## src/crh_pkg.sv

```systemverilog
`default_nettype none
// ----------------------------------------------------------------------------
// crh_pkg
// Shared types and constants for the clamped range histogram.
// ----------------------------------------------------------------------------
package crh_pkg;

  localparam int DEFAULT_MAX_BINS = 256;

  localparam int SAMPLE_W = 16;
  localparam int COUNT_W  = 16;
  localparam int INDEX_W  = 8;
  localparam int NBINS_W  = 9;
  localparam int CFG_W    = 16;

  localparam logic [COUNT_W-1:0] COUNT_MAX = '1;
  localparam int MIN_BINS = 3;

  typedef enum logic [1:0] {
    REG_RANGE_LOW      = 2'd0,
    REG_RANGE_HIGH     = 2'd1,
    REG_BINS_IN_USE    = 2'd2,
    REG_CLEAR_ON_FIRST = 2'd3
  } cfg_reg_t;

  typedef enum logic {
    CMD_COUNT = 1'b0,
    CMD_READ  = 1'b1
  } cmd_t;

endpackage
`default_nettype wire

```

## src/clamped_range_histogram_top.sv

```systemverilog
`default_nettype none
// ----------------------------------------------------------------------------
// clamped_range_histogram_top
// Histogram of signed samples with underflow and overflow bins, held in one
// synchronous memory, with a serial divider for the inner bin number.
//
//   channel  signals                                         dir
//   item     item_valid item_stall cmd sample first_of_set   in
//            read_bin
//   result   result_valid result_stall bin_index bin_count   out
//   config   cfg_we cfg_index cfg_data                       in
//
// A read transaction, or a sample in an edge bin, goes through S_READ and
// S_RESP; an inner sample goes first through S_MUL and the one-bit-per-cycle
// divider in S_DIV. A first sample with clear_on_first set adds a clearing
// pass over all MAX_BINS bins; reset starts one too, with item_stall high.
// A result held by result_stall keeps the next transaction in its final cycle.
// ----------------------------------------------------------------------------
module clamped_range_histogram_top #(
  parameter int MAX_BINS = crh_pkg::DEFAULT_MAX_BINS
) (
  input  wire                                   clk,
  input  wire                                   rst,
  input  wire                                   cfg_we,
  input  wire  crh_pkg::cfg_reg_t               cfg_index,
  input  wire  [crh_pkg::CFG_W-1:0]             cfg_data,
  input  wire                                   item_valid,
  output logic                                  item_stall,
  input  wire                                   cmd,
  input  wire  signed [crh_pkg::SAMPLE_W-1:0]   sample,
  input  wire                                   first_of_set,
  input  wire  [crh_pkg::INDEX_W-1:0]           read_bin,
  output logic                                  result_valid,
  input  wire                                   result_stall,
  output logic [crh_pkg::INDEX_W-1:0]           bin_index,
  output logic [crh_pkg::COUNT_W-1:0]           bin_count
);
  import crh_pkg::*;

  localparam int AW = $clog2(MAX_BINS);
  localparam int NW = $clog2(MAX_BINS + 1);
  localparam int CW = $clog2(AW);

  typedef enum logic [2:0] {
    S_CLEAR, S_IDLE, S_MUL, S_DIV, S_READ, S_RESP
  } state_t;

  logic [COUNT_W-1:0] mem [MAX_BINS];
  logic [COUNT_W-1:0] mem_rdata;
  logic               mem_we;
  logic [AW-1:0]      mem_waddr;
  logic [COUNT_W-1:0] mem_wdata;

  logic signed [SAMPLE_W-1:0] range_low;
  logic signed [SAMPLE_W-1:0] range_high;
  logic [NBINS_W-1:0]         bins_in_use;
  logic                       clear_on_first;

  state_t             state;
  logic [AW-1:0]      clr_addr;
  logic               resume;
  logic               is_rd;
  logic               rd_oob;
  logic               edge_bin;
  logic [INDEX_W-1:0] rd_idx;
  logic [AW-1:0]      bin;
  logic [AW-1:0]      nm2;
  logic [SAMPLE_W-1:0] off;
  logic [SAMPLE_W-1:0] span;
  logic [SAMPLE_W-1:0] rem;
  logic [AW-1:0]      plow;
  logic [AW-1:0]      quo;
  logic [CW-1:0]      div_cnt;

  logic [NW-1:0]        n_used;
  logic                 accept;
  logic                 is_lt;
  logic                 is_ge;
  logic signed [SAMPLE_W:0] off_diff;
  logic signed [SAMPLE_W:0] span_diff;
  logic [SAMPLE_W+AW-1:0]   prod;
  logic [SAMPLE_W:0]    trial;
  logic                 q_bit;
  logic [AW-1:0]        quo_next;
  logic                 out_free;
  logic [COUNT_W-1:0]   count_inc;

  always_comb begin
    if (bins_in_use < NBINS_W'(MIN_BINS)) begin
      n_used = NW'(MIN_BINS);
    end else if (32'(bins_in_use) > MAX_BINS) begin
      n_used = NW'(MAX_BINS);
    end else begin
      n_used = NW'(bins_in_use);
    end
  end

  assign item_stall = (state != S_IDLE);
  assign accept     = item_valid && !item_stall;
  assign is_lt      = sample < range_low;
  assign is_ge      = sample >= range_high;
  assign off_diff   = 17'(sample) - 17'(range_low);
  assign span_diff  = 17'(range_high) - 17'(range_low);
  assign prod       = (SAMPLE_W+AW)'(nm2) * (SAMPLE_W+AW)'(off);
  assign trial      = {rem, plow[AW-1]};
  assign q_bit      = trial >= {1'b0, span};
  assign quo_next   = AW'({quo, q_bit});
  assign out_free   = !result_valid || !result_stall;
  assign count_inc  = (mem_rdata == COUNT_MAX) ? COUNT_MAX : mem_rdata + 1'b1;

  always_comb begin
    mem_we    = 1'b0;
    mem_waddr = bin;
    mem_wdata = count_inc;
    if (state == S_CLEAR) begin
      mem_we    = 1'b1;
      mem_waddr = clr_addr;
      mem_wdata = '0;
    end else if (state == S_RESP && out_free && !is_rd) begin
      mem_we = 1'b1;
    end
  end

  always_ff @(posedge clk) begin
    if (mem_we) begin
      mem[mem_waddr] <= mem_wdata;
    end
    mem_rdata <= mem[bin];
  end

  always_ff @(posedge clk) begin
    if (rst) begin
      range_low      <= '0;
      range_high     <= 16'sd32767;
      bins_in_use    <= NBINS_W'(256);
      clear_on_first <= 1'b1;
    end else if (cfg_we) begin
      unique case (cfg_index)
        REG_RANGE_LOW:      range_low      <= cfg_data;
        REG_RANGE_HIGH:     range_high     <= cfg_data;
        REG_BINS_IN_USE:    bins_in_use    <= cfg_data[NBINS_W-1:0];
        REG_CLEAR_ON_FIRST: clear_on_first <= cfg_data[0];
        default: ;
      endcase
    end
  end

  always_ff @(posedge clk) begin
    if (rst) begin
      state        <= S_CLEAR;
      clr_addr     <= '0;
      resume       <= 1'b0;
      result_valid <= 1'b0;
    end else begin
      if (result_valid && !result_stall && state != S_RESP) begin
        result_valid <= 1'b0;
      end
      unique case (state)
        S_CLEAR: begin
          if (clr_addr == AW'(MAX_BINS - 1)) begin
            clr_addr <= '0;
            resume   <= 1'b0;
            if (!resume) begin
              state <= S_IDLE;
            end else if (edge_bin) begin
              state <= S_READ;
            end else begin
              state <= S_MUL;
            end
          end else begin
            clr_addr <= clr_addr + 1'b1;
          end
        end
        S_IDLE: begin
          if (accept) begin
            if (cmd == CMD_READ) begin
              is_rd  <= 1'b1;
              rd_oob <= 32'(read_bin) >= MAX_BINS;
              rd_idx <= read_bin;
              bin    <= AW'(read_bin);
              state  <= S_READ;
            end else begin
              is_rd    <= 1'b0;
              edge_bin <= is_lt || is_ge;
              bin      <= is_lt ? '0 : AW'(n_used - 1'b1);
              nm2      <= AW'(n_used - NW'(2));
              off      <= off_diff[SAMPLE_W-1:0];
              span     <= span_diff[SAMPLE_W-1:0];
              if (first_of_set && clear_on_first) begin
                resume <= 1'b1;
                state  <= S_CLEAR;
              end else if (is_lt || is_ge) begin
                state <= S_READ;
              end else begin
                state <= S_MUL;
              end
            end
          end
        end
        S_MUL: begin
          {rem, plow} <= prod;
          div_cnt     <= CW'(AW - 1);
          state       <= S_DIV;
        end
        S_DIV: begin
          rem     <= q_bit ? SAMPLE_W'(trial - {1'b0, span}) : trial[SAMPLE_W-1:0];
          plow    <= plow << 1;
          quo     <= quo_next;
          div_cnt <= div_cnt - 1'b1;
          if (div_cnt == '0) begin
            bin   <= quo_next + 1'b1;
            state <= S_READ;
          end
        end
        S_READ: begin
          state <= S_RESP;
        end
        S_RESP: begin
          if (out_free) begin
            result_valid <= 1'b1;
            if (is_rd) begin
              bin_index <= rd_idx;
              bin_count <= rd_oob ? '0 : mem_rdata;
            end else begin
              bin_index <= INDEX_W'(bin);
              bin_count <= count_inc;
            end
            state <= S_IDLE;
          end
        end
        default: state <= S_IDLE;
      endcase
    end
  end

endmodule
`default_nettype wire
```

## config.mk

```make
export PLATFORM = sky130hd
export DESIGN_NAME = clamped_range_histogram_top
export DESIGN_NICKNAME = d
export VERILOG_FILES = /design/src/crh_pkg.sv /design/src/clamped_range_histogram_top.sv
export SDC_FILE = /design/constraint.sdc
export NUM_CORES = 2
export LEC_CHECK = 0
export BUFFER_PORTS_ARGS = -buffer_cell sky130_fd_sc_hd__buf_2
export CAP_MARGIN = 20
export CORE_MARGIN = 2
export CORE_UTILIZATION = 35
export DETAILED_ROUTE_END_ITERATION = 6
export PLACE_DENSITY = 0.47
export SLEW_MARGIN = 25
export SYNTH_ARGS = -nofsm -noshare
export SYNTH_HDL_FRONTEND = slang
export SYNTH_SLANG_ARGS = --single-unit
```

## constraint.sdc

```tcl
create_clock -name clk -period 18.1 [get_ports clk]
set_input_delay 2.715 -clock clk [delete_from_list [all_inputs] [get_ports clk]]
set_output_delay 2.715 -clock clk [all_outputs]
set_load 0.1 [all_outputs]
```

==> summary.md <==
| Metric | Value |
|---|---|
| DRC | `0` |
| Most frequent cells in the layout | `4,212 x edfxtp_1, 1,152 x mux4_2, 458 x clkbuf_16` |
| CP max stage cell | `nor4_2` |
| Die Ht | `701.8 µm` |
| Share of the yosys chip area belonging to registers | `75.05%` |
| Fmax | `0.1607 GHz` |
| Min Hold Slack | `0.4586 ns` |
| Max_cap viols | `0` |
| WL final | `approximately 480,000 µm` |
| Largest net degree at the start of global routing | `roughly 200` |
| Predominant post-synthesis flop cell | `edfxtp_1` |
| Critical Path End Type | `register` |
| Clock transition at the registers of the reported paths | `around 0.060 ns` |
| Met1 usage | `27.82%` |
| Largest family of logic cells by synthesized area | `multiplexers` |
| Number of vias in the routed layout | `83,833` |
| Initial antenna violation count | `32` |
| CTS root buffer | `clkbuf_16` |
| Slew HR | `24.73%` |
| Critical Path AT | `about 7.1 ns` |
| Util after Layout | `40.22%` |
| Skew-Pair Late Insertion Delay | `between 1 and 1.5 ns` |
| Post-synthesis mux area share | `15.36%` |
| Row Count | `256` |
| Area after DPL | `180,300 µm²` |
| Slew Limit Fails | `0` |
| Distinct cells, synth | `68` |
| Critical path's largest stage delay | `0.85 ns` |
| Core Area | `around 500,000 µm²` |
| Placed wire-length estimate | `283,000 µm` |
| Finished Cell Area | `195,300 µm²` |
| Post-CTS setup buffer count | `0` |
| CP Buf/Inv Count | `4` |
| Status | `finished, final reports clean` |
| Pwr Total | `20.09 mW` |
| Clk sinks | `between 4,000 and 5,000` |
| Cells after Synth | `8,046` |
| # nets final | `8,770` |
| Compound-Gate Fraction of Synth Area | `2.979%` |
| DP Cell Count | `14,504` |
| Dpl ws | `between 10 and 15 ns` |
| Post-synth EDFFs | `4,212` |
| CP Launch Type | `register` |
| Pleak | `60.93 nW` |
| Final hold violation count | `0` |
| Synthesized area per cell | `around 21 µm²` |
| Worst path required time | `18.95 ns` |
| Post-CTS Resized | `0` |
| Synth Register Bits | `4,283` |
| CP cell instances | `buf_12 -> buf_4 -> buf_4 -> buf_4 -> mux4_2 -> a22o_1 -> a221oi_1 -> o22ai_1 -> nor4_2 -> nor3_1` |
| Met2 Track Usage GR | `30.25%` |
| HP Class | `register to register` |
| Vias per cell | `5.460` |
| Met3 usage | `2.961%` |
| GRT overflow | `0` |
| Async set-reset flop share out of synthesis | `0%` |
| Minimum clock period | `6.223 ns` |
| Worst-Margin Slew | `1.129 ns` |
| RSZ-0062 raised after global routing | `no` |
| Longest Clk Path Bufs | `4` |
| Post-synthesis simple-gate area fraction | `2.645%` |
| Number of global-route vias before repair | `85,578` |
| Pwr dens | `102.9 nW/µm²` |
| Die W | `701.8 µm` |
| Layout Cells excl Fill | `~15,000` |
| Commonest non-fill, non-tap cell in the layout | `edfxtp_1` |
| Mapped Area | `170,400 µm²` |
| Starting Density | `between 30% and 40%` |
| Syn_nets | `between 8,000 and 9,000` |
| Total CTS buffers | `~450` |
| Drt wl/cell | `31.04 µm` |
| YS warnings | `0` |
| Synth Area in Adders | `1.866%` |
| Antenna Nets Post-Route | `0` |
| Cell family with most CP delay | `buffers and inverters` |
| First-pass GRT wire length | `671,000 µm` |
| # port buffers | `74` |
| Hold_buf cts | `0` |
| CP max FO | `99` |
| CTS tree | `built` |
| Iter 0 DRT Violations | `roughly 9,400` |
| Most frequent CP cell | `buf_4` |
| Die area | `492,500 µm²` |
| Layout cell share with drive strength beyond 1 | `27.43%` |
| Final setup violation count | `0` |
| Critical path type | `register to register` |
| TritonRoute pass-1 iters | `5` |
| GR peak layer | `met2` |
| Setup TNS | `0 ns` |
| CTS H-tree lvls | `5` |
| Gp weighted congestion | `0.8148` |
| Post-Synth XOR/XNOR Area | `less than 1%` |
| Post-route clock period utilization | `34.38%` |
| Global-route usage over all layers | `19.09%` |
| Clk_skew | `0.09725 ns` |
| Setup WS post-layout | `11.88 ns` |
| VDD IR max | `93.43 µV` |
| Layout area overhead | `14.60%` |
| I/O pin count | `75` |
flip-flops by register name (all words and copies together), names as in the netlist, 7 cells and up:
signal,flops
mem,4096
bin_count,16
mem_rdata,16
off,16
range_high,16
range_low,16
rem,16
span,16
bins_in_use,9
bin,8
bin_index,8
clr_addr,8
nm2,8
plow,8
rd_idx,8
quo,7
metal layers:
metal	wire [µm]	vias up
met3	29550	611
li1	-	34494
met4	11510	2
met2	223100	2721
met1	212300	46005
met5	13	-
report_power, final:
part           switching, mW  internal (mW)  leakage, nW
Sequential           0.00869           10.7         38.3
Combinational         0.0958         0.0453         15.5
Clock                   3.92           5.28         7.17
Total                   4.03           16.1         60.9
worst register-to-register path: cells and delay by family (launching register included):
family | cells | cell delay, ns
buffers and inverters | 4 | 2.86
muxes | 1 | 0.47
DFF | 1 | 0.39
and+or+nand+nor | 2 | 1.19
AOI/OAI and AO/OA | 3 | 1.14
layout make-up:
| type | instances | area, µm² |
|---|---|---|
| Fill cell | 43033 | 290300 |
| Sequential cell | 4283 | 127900 |
| Multi-Input combinational cell | 3151 | 40320 |
| Clock buffer | 562 | 11970 |
| Tap cell | 6450 | 8070 |
| Timing Repair Buffer | 451 | 3654 |
| Clock inverter | 270 | 2691 |
| Inverter | 178 | 668.1 |
| Antenna cell | 8 | 20.02 |
synth_stat cells (all sizes together) (4+ instances only):
| cell | instances | area share [%] |
|---|---|---|
| a22o | 64 | 0.33 |
| o31a | 6 | 0.031 |
| a211oi | 8 | 0.035 |
| nand2 | 237 | 0.52 |
| mux4 | 1152 | 15 |
| a21oi | 185 | 0.54 |
| mux2i | 10 | 0.059 |
| xor2 | 28 | 0.14 |
| o21a | 17 | 0.075 |
| or3 | 18 | 0.066 |
| o211ai | 16 | 0.070 |
| inv | 177 | 0.39 |
| mux2 | 11 | 0.073 |
| nor3 | 44 | 0.13 |
| or2 | 6 | 0.022 |
| and2 | 112 | 0.41 |
| xnor2 | 46 | 0.24 |
| edfxtp | 4212 | 74 |
| nand4 | 11 | 0.040 |
| nand3b | 28 | 0.12 |
| dfxtp | 71 | 0.83 |
| or3b | 7 | 0.036 |
| nand2b | 19 | 0.070 |
| a31oi | 17 | 0.062 |
| a221oi | 70 | 0.41 |
| nor3b | 4 | 0.018 |
| o31ai | 14 | 0.062 |
| buf | 223 | 0.86 |
| nor2 | 367 | 0.81 |
| ha | 115 | 0.84 |
| nor4 | 34 | 0.12 |
| o21bai | 7 | 0.031 |
| a21o | 15 | 0.066 |
| fa | 87 | 1.0 |
| o21ai | 62 | 0.18 |
| a22oi | 130 | 0.57 |
| and3 | 16 | 0.059 |
| clkbuf | 211 | 0.47 |
| nor2b | 19 | 0.070 |
| o22ai | 100 | 0.37 |
| nand3 | 35 | 0.10 |
logic make-up (layout without fill, tap and decap cells):
kind of cell	Yosys count	count (layout)
compound gates	737	737
xor+xnor	74	74
flops	4283	4283
fa+ha+maj	202	202
other cells	0	8
mux	1173	1173
simple gates	965	965
buf+inv	612	1461
worst paths after layout:
check        depth (start not counted)         start  slack, ns      endpoint
max                                 10        bin[1]      11.88  mem_rdata[3]
min                                  2  range_low[8]       0.46  range_low[8]
max reg2reg                         10        bin[1]      11.88  mem_rdata[3]
min reg2reg                          2  range_low[8]       0.46  range_low[8]
Note: power is estimated with default switching activity, not from simulation.
